`src/rtl/core/svna_pkg.sv`:
```
// ----------------------------------------------------------------------------
// svna_pkg
// Shared types and constants for the smoothed vertex normal accumulator.
// ----------------------------------------------------------------------------
package svna_pkg;

   localparam int VERTEX_DEPTH = 1024;
   localparam int SUM_BITS     = 24;
   localparam int ADDR_W       = $clog2(VERTEX_DEPTH);
   localparam int IDX_W        = 10;
   localparam int COORD_W      = 16;
   localparam int EDGE_W       = COORD_W + 1;
   localparam int PROD_W       = 2 * EDGE_W;
   localparam int NV_W         = PROD_W + 2;
   localparam int NORM_W       = 16;
   localparam int FIFO_DEPTH   = 4;

   localparam logic [1:0] CMD_WRITE    = 2'd0;
   localparam logic [1:0] CMD_TRIANGLE = 2'd1;
   localparam logic [1:0] CMD_READ     = 2'd2;

   typedef struct packed {
      logic [1:0]               command;
      logic [IDX_W-1:0]         vertex_index;
      logic signed [COORD_W-1:0] coord_x;
      logic signed [COORD_W-1:0] coord_y;
      logic signed [COORD_W-1:0] coord_z;
      logic [IDX_W-1:0]         corner_a;
      logic [IDX_W-1:0]         corner_b;
      logic [IDX_W-1:0]         corner_c;
   } req_type;

   typedef struct packed {
      logic [IDX_W-1:0]          read_index;
      logic signed [NORM_W-1:0]  normal_x;
      logic signed [NORM_W-1:0]  normal_y;
      logic signed [NORM_W-1:0]  normal_z;
      logic                      zero_length;
   } rsp_type;

   // result of the normalize unit, component 0 is x
   typedef struct packed {
      logic                    zero;
      logic [2:0][NORM_W-1:0]  n;
   } norm_res_type;

   function automatic logic in_range(input logic [IDX_W-1:0] idx);
      return int'(idx) < VERTEX_DEPTH;
   endfunction

endpackage

```
`src/rtl/core/svna_cmd_fifo.sv`:
```
// ----------------------------------------------------------------------------
// svna_cmd_fifo
// Command queue between the request port and the execution engine.
// ----------------------------------------------------------------------------
module svna_cmd_fifo import svna_pkg::*; (
   input  logic    clock,
   input  logic    reset,
   input  logic    wr_en,
   input  req_type wr_data,
   output logic    fifo_full,
   input  logic    rd_en,
   output req_type rd_data,
   output logic    fifo_empty
);

   localparam int PTR_W = $clog2(FIFO_DEPTH);

   req_type            mem_ff [FIFO_DEPTH];
   logic [PTR_W-1:0]   wptr_ff, wptr_in;
   logic [PTR_W-1:0]   rptr_ff, rptr_in;
   logic [PTR_W:0]     count_ff, count_in;
   logic               do_wr, do_rd;

   assign fifo_full  = (count_ff == (PTR_W+1)'(FIFO_DEPTH));
   assign fifo_empty = (count_ff == '0);
   assign do_wr      = wr_en && !fifo_full;
   assign do_rd      = rd_en && !fifo_empty;
   assign rd_data    = mem_ff[rptr_ff];

   always_comb begin
      wptr_in  = do_wr ? wptr_ff + 1'b1 : wptr_ff;
      rptr_in  = do_rd ? rptr_ff + 1'b1 : rptr_ff;
      count_in = count_ff;
      if (do_wr && !do_rd) begin
         count_in = count_ff + 1'b1;
      end else if (do_rd && !do_wr) begin
         count_in = count_ff - 1'b1;
      end
   end

   always_ff @(posedge clock) begin
      if (reset) begin
         wptr_ff  <= '0;
         rptr_ff  <= '0;
         count_ff <= '0;
      end else begin
         wptr_ff  <= wptr_in;
         rptr_ff  <= rptr_in;
         count_ff <= count_in;
      end
   end

   always_ff @(posedge clock) begin
      if (do_wr) begin
         mem_ff[wptr_ff] <= wr_data;
      end
   end

endmodule

```
`config.mk`:
```
export PLATFORM = sky130hd
export DESIGN_NAME = svna_cmd_fifo
export DESIGN_NICKNAME = d
export VERILOG_FILES = /design/src/rtl/core/svna_pkg.sv /design/src/rtl/core/svna_cmd_fifo.sv
export SDC_FILE = /design/constraint.sdc
export NUM_CORES = 1
export LEC_CHECK = 0
export BUFFER_PORTS_ARGS = -buffer_cell sky130_fd_sc_hd__clkbuf_2
export CAP_MARGIN = 20
export CORE_MARGIN = 3
export CORE_UTILIZATION = 53
export CTS_BUF_LIST = sky130_fd_sc_hd__clkbuf_2
export CTS_CLUSTER_DIAMETER = 200
export DETAILED_ROUTE_END_ITERATION = 10
export PLACE_DENSITY = 0.79
export SYNTH_ARGS = -nofsm -noshare
export SYNTH_HDL_FRONTEND = slang
export SYNTH_SLANG_ARGS = --single-unit
```
`constraint.sdc`:
```
create_clock -name clock -period 3.3 [get_ports clock]
set_input_delay 0.165 -clock clock [delete_from_list [all_inputs] [get_ports clock]]
set_output_delay 0.165 -clock clock [all_outputs]
set_load 0.05 [all_outputs]
```
# --- Yosys cells after proc, flatten, opt, wreduce, memory -nomap -nowiden ---
# Memory sizes are Yosys's and may differ from the RTL's. A register that Yosys moved wholly into a read port is not among the register bits.
# Index checks and enable logic that the tools add are counted.
totals:
  reg_bits: 7
  ramBits: 360
  input_bits: 94
  output_inout_bits: 92
  word_cells: 25
  mem_count: 1
op_classes:
  addsub: 4
  n_eq_ne: 1
  muxes: 6
  n_reduce_logical: 10
memory_table:
  columns: ["name", "depth", "word_bits", "rd", "rd_ports_with_merged_regs", "write_ports", "line", "rtl"]
  rows:
  - ["mem_ff", 4, 90, 1, 1, 1, "svna_cmd_fifo.sv:18", "req_type mem_ff [FIFO_DEPTH];"]
op_table:
  columns: ["op", "n"]
  rows:
  - ["$mux 3", 2]
  - ["$add 2x1->2 const B", 2]
  - ["$logic_and 1x1->1", 4]
  - ["$logic_not 1->1", 4]
  - ["$mux 2", 2]
  - ["$add 3x1->3 const B", 1]
  - ["$eq 3x3->1 const B", 1]
  - ["$logic_not 3->1", 1]
  - ["$sub 3x1->3 const B", 1]
  - ["$mux 1", 2]
  - ["$reduce_bool 2->1", 1]

# --- Depth between registers and ports, before layout ---
logic_depth:
  word_depth: 7
  depth_mapped: 8
  ltp_nobuf: 8

# --- Worst setup path before layout ---
# Ideal clock, no wire load.
synth_timing:
  kind: "register to register"
  from: "reg count_ff[0]"
  to: "mem mem_ff[2][0] in the netlist's numbering (enable)"
  setup_ns: 0.459
  arrival_time_ns: 3.042
  required_time_ns: 2.841
  slack_ns: -0.200
  path_stages_with_launch: 4
  path_buffers: 0
  synth_period_minus_slack_ns: 3.500
  cell_sequence: "dfxtp_1 -> nor3b_2 -> nor2_1 -> and2_1"
synth_between:
  elab_chain_len: 5
synth_lines:
  columns: ["element", "line", "rtl"]
  rows:
  - ["from (decl)", "svna_cmd_fifo.sv:21", "logic [PTR_W:0] count_ff, count_in;"]
  - ["from (signal assigned)", "svna_cmd_fifo.sv:49", "count_ff <= count_in;"]
  - ["$eq 3x3->1", "svna_cmd_fifo.sv:24", "assign fifo_full = (count_ff == (PTR_W+1)'(FIFO_DEPTH));"]
  - ["net fifo_full", "svna_cmd_fifo.sv:10", "output logic fifo_full,"]
  - ["$logic_not 1->1", "svna_cmd_fifo.sv:26", "assign do_wr = wr_en && !fifo_full;"]
  - ["$logic_and 1x1->1", "svna_cmd_fifo.sv:26", null]
  - ["net do_wr", "svna_cmd_fifo.sv:22", "logic do_wr, do_rd;"]
  - ["$mux 1", "svna_cmd_fifo.sv:54", "if (do_wr) begin"]
  - ["$mux 1 (implied by the code)", "svna_cmd_fifo.sv:55", "mem_ff[wptr_ff] <= wr_data;"]
  - ["to (decl)", "svna_cmd_fifo.sv:18", null]
# The timed path passes the listed nets, and every way through them passes these cells.

==> summary.md <==
| Metric | Value |
|---|---|
| Status | complete, no violations |
| CP cell instances | buf_12 > mux4_2 > clkbuf_2 |
| CTS resizes | 0 |
| Pwr Density | 772 nW/µm² |
| Post-synth top cells | 360 x edfxtp_1, 90 x mux4_2, 9 x buf_12, 9 x buf_2, 9 x dfxtp_1 |
| Post-Synthesis Cell Area | 13500 µm² |
| CP max stage cell | dfxtp_4 |
| DIE AREA | 27500 µm² |
| Buf+Inv Stages, Crit Path | 2 |
| Reg-to-reg endpoint | count_ff[2]$_SDFFE_PP0P_ |
| Crit path arrival time | 2.67 ns |
| Synth cell types | 23 |
| Core Area | 24700 µm² |
| Residual DRC count | 0 |
| Final hold slack | 0.0954 ns |
| IR drop worst, VDD | 0.525 mV |
| Buffers added on ports | 185 |
| Setup bufs post-CTS | 0 |
| Final hold violations | 0 |
| Pre-CTS setup slack | 0.961 ns |
| Crit share post-route | 85.8% |
| Launching point of the worst reg2reg path | count_ff[0]$_SDFFE_PP0P_ |
| Number of antenna violations at the first check in global routing | 3 |
| Critical path fanouts, max | 47 |
| Largest net degree at the start of global routing | 81 |
| Iteration-0 DRC Markers | 504 |
| Starting density of the core | 54.9% |
| TritonCTS clock tree | yes |
| Die Span X | 166 µm |
| Number of flops mapped to enable cells by yosys | 360 |
| TritonCTS Buffers | 85 |
| Post-synthesis register bit count | 369 |
| Clk_lat worst skew | 0.84 ns |
| Internal cell power | 0.00798 W |
| Post-Syn Instances | 518 |
| GRT Util Overall | 19.7% |
| Cells on Worst Hold Path | 2 |
| RSZ-0062 raised after global routing | false |
| Reg clk slew, reported paths | 0.13 ns |
| Most frequent cell after synthesis | edfxtp_1 |
| Vias in the first global route | 7616 |
| Synth warn | 0 |
| Vias per cell | 5.40 |
| First-pass GRT wire length | 42.1 mm |
| Synth area leaders | edfxtp_1 80%, mux4_2 15%, buf_12 1.3%, dfxtp_1 1.3%, ha_1 0.46% |
| Critical path class | reg -> out |
| # hold bufs at CTS | 111 |
| Vias | 6881 |
| FFs w/ async S/R, synth | 0% |
| Largest area contributor in the netlist | edfxtp_1 |
| Synth Flop Type | edfxtp_1 |
| Layout cells sized above 1 | 44.2% |
| Slew Viols, Final | 0 |
| Worst min-delay path endpoint | mem_ff[1][11]$_DFFE_PP_ |
| Drt pass-1 iters | 5 |
| Final HPWL DP | 15.7 mm |
| Share of total power in combinational logic | 34.7% |
| Synth-to-Final Area Change | 23.0% |
| Skew final | 0.0731 ns |
| Minimum clock period | 2.83 ns |
| Leak Pwr | 5.84 nW |
| Startpoint Class | flop |
| Sum Neg Setup Slack | 0 ns |
| Slew HR | 58.7% |
| Switching Fraction | 38.0% |
| I/O Pins | 186 |
| CTS root buf | clkbuf_2 |
| Max-Cap Viols | 0 |
| Cell row count | 57 |
| Worst-margin pin slew | 0.620 ns |
| Max incr delay on CP | 0.61 ns |
| Final net count | 996 |
| WL per Instance | 21.3 µm |
| Total congestion overflow | 0 |
| H-tree levels | 3 |
| Register-to-Register Path Depth | 8 |
| Clock Sinks | 369 |
| Clk buf depth | 3 |
| Post-synthesis sequential area ratio | 81.2% |
| Drt total wl | 27.1 mm |
| Area share of the largest cell type after synthesis | 79.8% |
| Hold Crit Class | in -> reg |
| GP Congestion | 0.745 |
| Switching pwr | 0.00488 W |
| CP top delay family | buffers and inverters |
| FF-to-FF setup slack | 0.86 ns |
| Clock share of power | 20.0% |
| Fmax | 0.353 GHz |
| Worst EP required | 3.13 ns |
| Part of the power in registers | 45.3% |
| Slack of the critical path | 0.468 ns |
| ANT nets after route | 0 |
| Syn Nets | 618 |
| Syn_area_per_cell | 26.1 µm² |
| Critical path capture point type | output port |
| Die Height | 166 µm |
| HP Start | wr_data[11] |
| Endpoints failing setup | 0 |
through the flow:
step	power [W]	std cells	instance area (µm²)	util [%]
floorplan	0.00946	518	13500	-
global placement	0.0102	1021	14800	60.1
detailed placement	0.0103	1021	14800	60.1
CTS	0.0130	1271	16600	67.4
global route	0.0135	1274	16700	67.5
finish	0.0129	1274	16700	67.5
metal layers:
layer | wire, µm | global-route usage [%] | vias up
li1 | - | - | 3033
met1 | 10600 | 25.0 | 3517
met2 | 14400 | 33.5 | 292
met3 | 1740 | 5.02 | 37
met4 | 393 | 7.45 | 2
met5 | 12 | 0 | -
worst max-delay path by stage:
stage               cells after the start                        to                startpoint
finish                                  3               rd_data[38]                      flop
floorplan                               3    mem_ff[0][0]$_DFFE_PP_  count_ff[0]$_SDFFE_PP0P_
detailed placement                      8  count_ff[2]$_SDFFE_PP0P_  count_ff[0]$_SDFFE_PP0P_
CTS                                     3               rd_data[39]                      flop
global placement                        8  count_ff[2]$_SDFFE_PP0P_  count_ff[0]$_SDFFE_PP0P_
global route                            3               rd_data[39]                      flop
worst register-to-register path: stages (launching register included):
cell and delay [ns]:
dfxtp_1 0.50, nor3b_2 0.12, nor2_1 0.36, ha_1 0.28, inv_1 0.07, fa_1 0.38
xor2_1 0.19, or3_1 0.32, a21oi_1 0.17
flip-flops by register name (all words and copies together) (netlist names), named ones only:
name      count
mem_ff      360
count_ff      3
wptr_ff       2
rptr_ff       2
cell type report:
| cell class | count | area, µm² |
|---|---|---|
| clock buffers | 115 | 576 |
| well taps | 324 | 405 |
| fillers | 1629 | 8030 |
| clock inverters | 24 | 116 |
| repair buffers | 312 | 2230 |
| multi-input cells | 124 | 2300 |
| flip-flops and latches | 369 | 11000 |
| inverters | 4 | 15.0 |
| diodes | 2 | 5.00 |
kinds of logic (layout without fill, tap and decap cells):
family,after synthesis,after routing,share of synthesized area [%]
adders and majority gates,6,6,0.610
DFF,369,369,81.2
muxes,92,92,15.1
buffers and inverters,25,455,1.91
other,0,2,0
AOI/OAI and AO/OA,6,6,0.268
xor gates and xnor gates,4,4,0.259
and+or+nand+nor,16,16,0.665
cell usage in the layout, fill, tap and decap left out:
cell type / Yosys / routed
nor2_1: 6 / 6
inv_6: 0 / 1
or3_1: 2 / 2
dfxtp_4: 0 / 2
o31ai_1: 1 / 1
o311ai_0: 1 / 1
a21oi_1: 2 / 2
dlygate4sd3_1: 0 / 112
clkinv_2: 0 / 1
clkinv_1: 0 / 17
ha_1: 5 / 5
nor3_1: 1 / 1
mux2i_1: 2 / 2
buf_12: 9 / 6
mux4_2: 90 / 90
fa_1: 1 / 1
and2_4: 0 / 4
o21ai_0: 2 / 2
dfxtp_1: 9 / 7
diode_2: 0 / 2
clkinvlp_4: 0 / 4
xor2_1: 4 / 4
buf_4: 0 / 9
nand2b_1: 2 / 2
nor3b_2: 1 / 1
clkinv_4: 0 / 1
edfxtp_1: 360 / 360
clkbuf_2: 0 / 300
inv_1: 4 / 4
power groups by stage:
stage                     Combinational [W]  Clock (W)  Sequential (W)
after detailed placement            0.00439          0         0.00593
final                               0.00446    0.00257         0.00582
after global routing                0.00467    0.00293         0.00587
after CTS                           0.00451    0.00266         0.00582
after floorplan                     0.00365          0         0.00582
after global placement              0.00435          0         0.00588
Note: power is estimated with default switching activity, not from simulation.
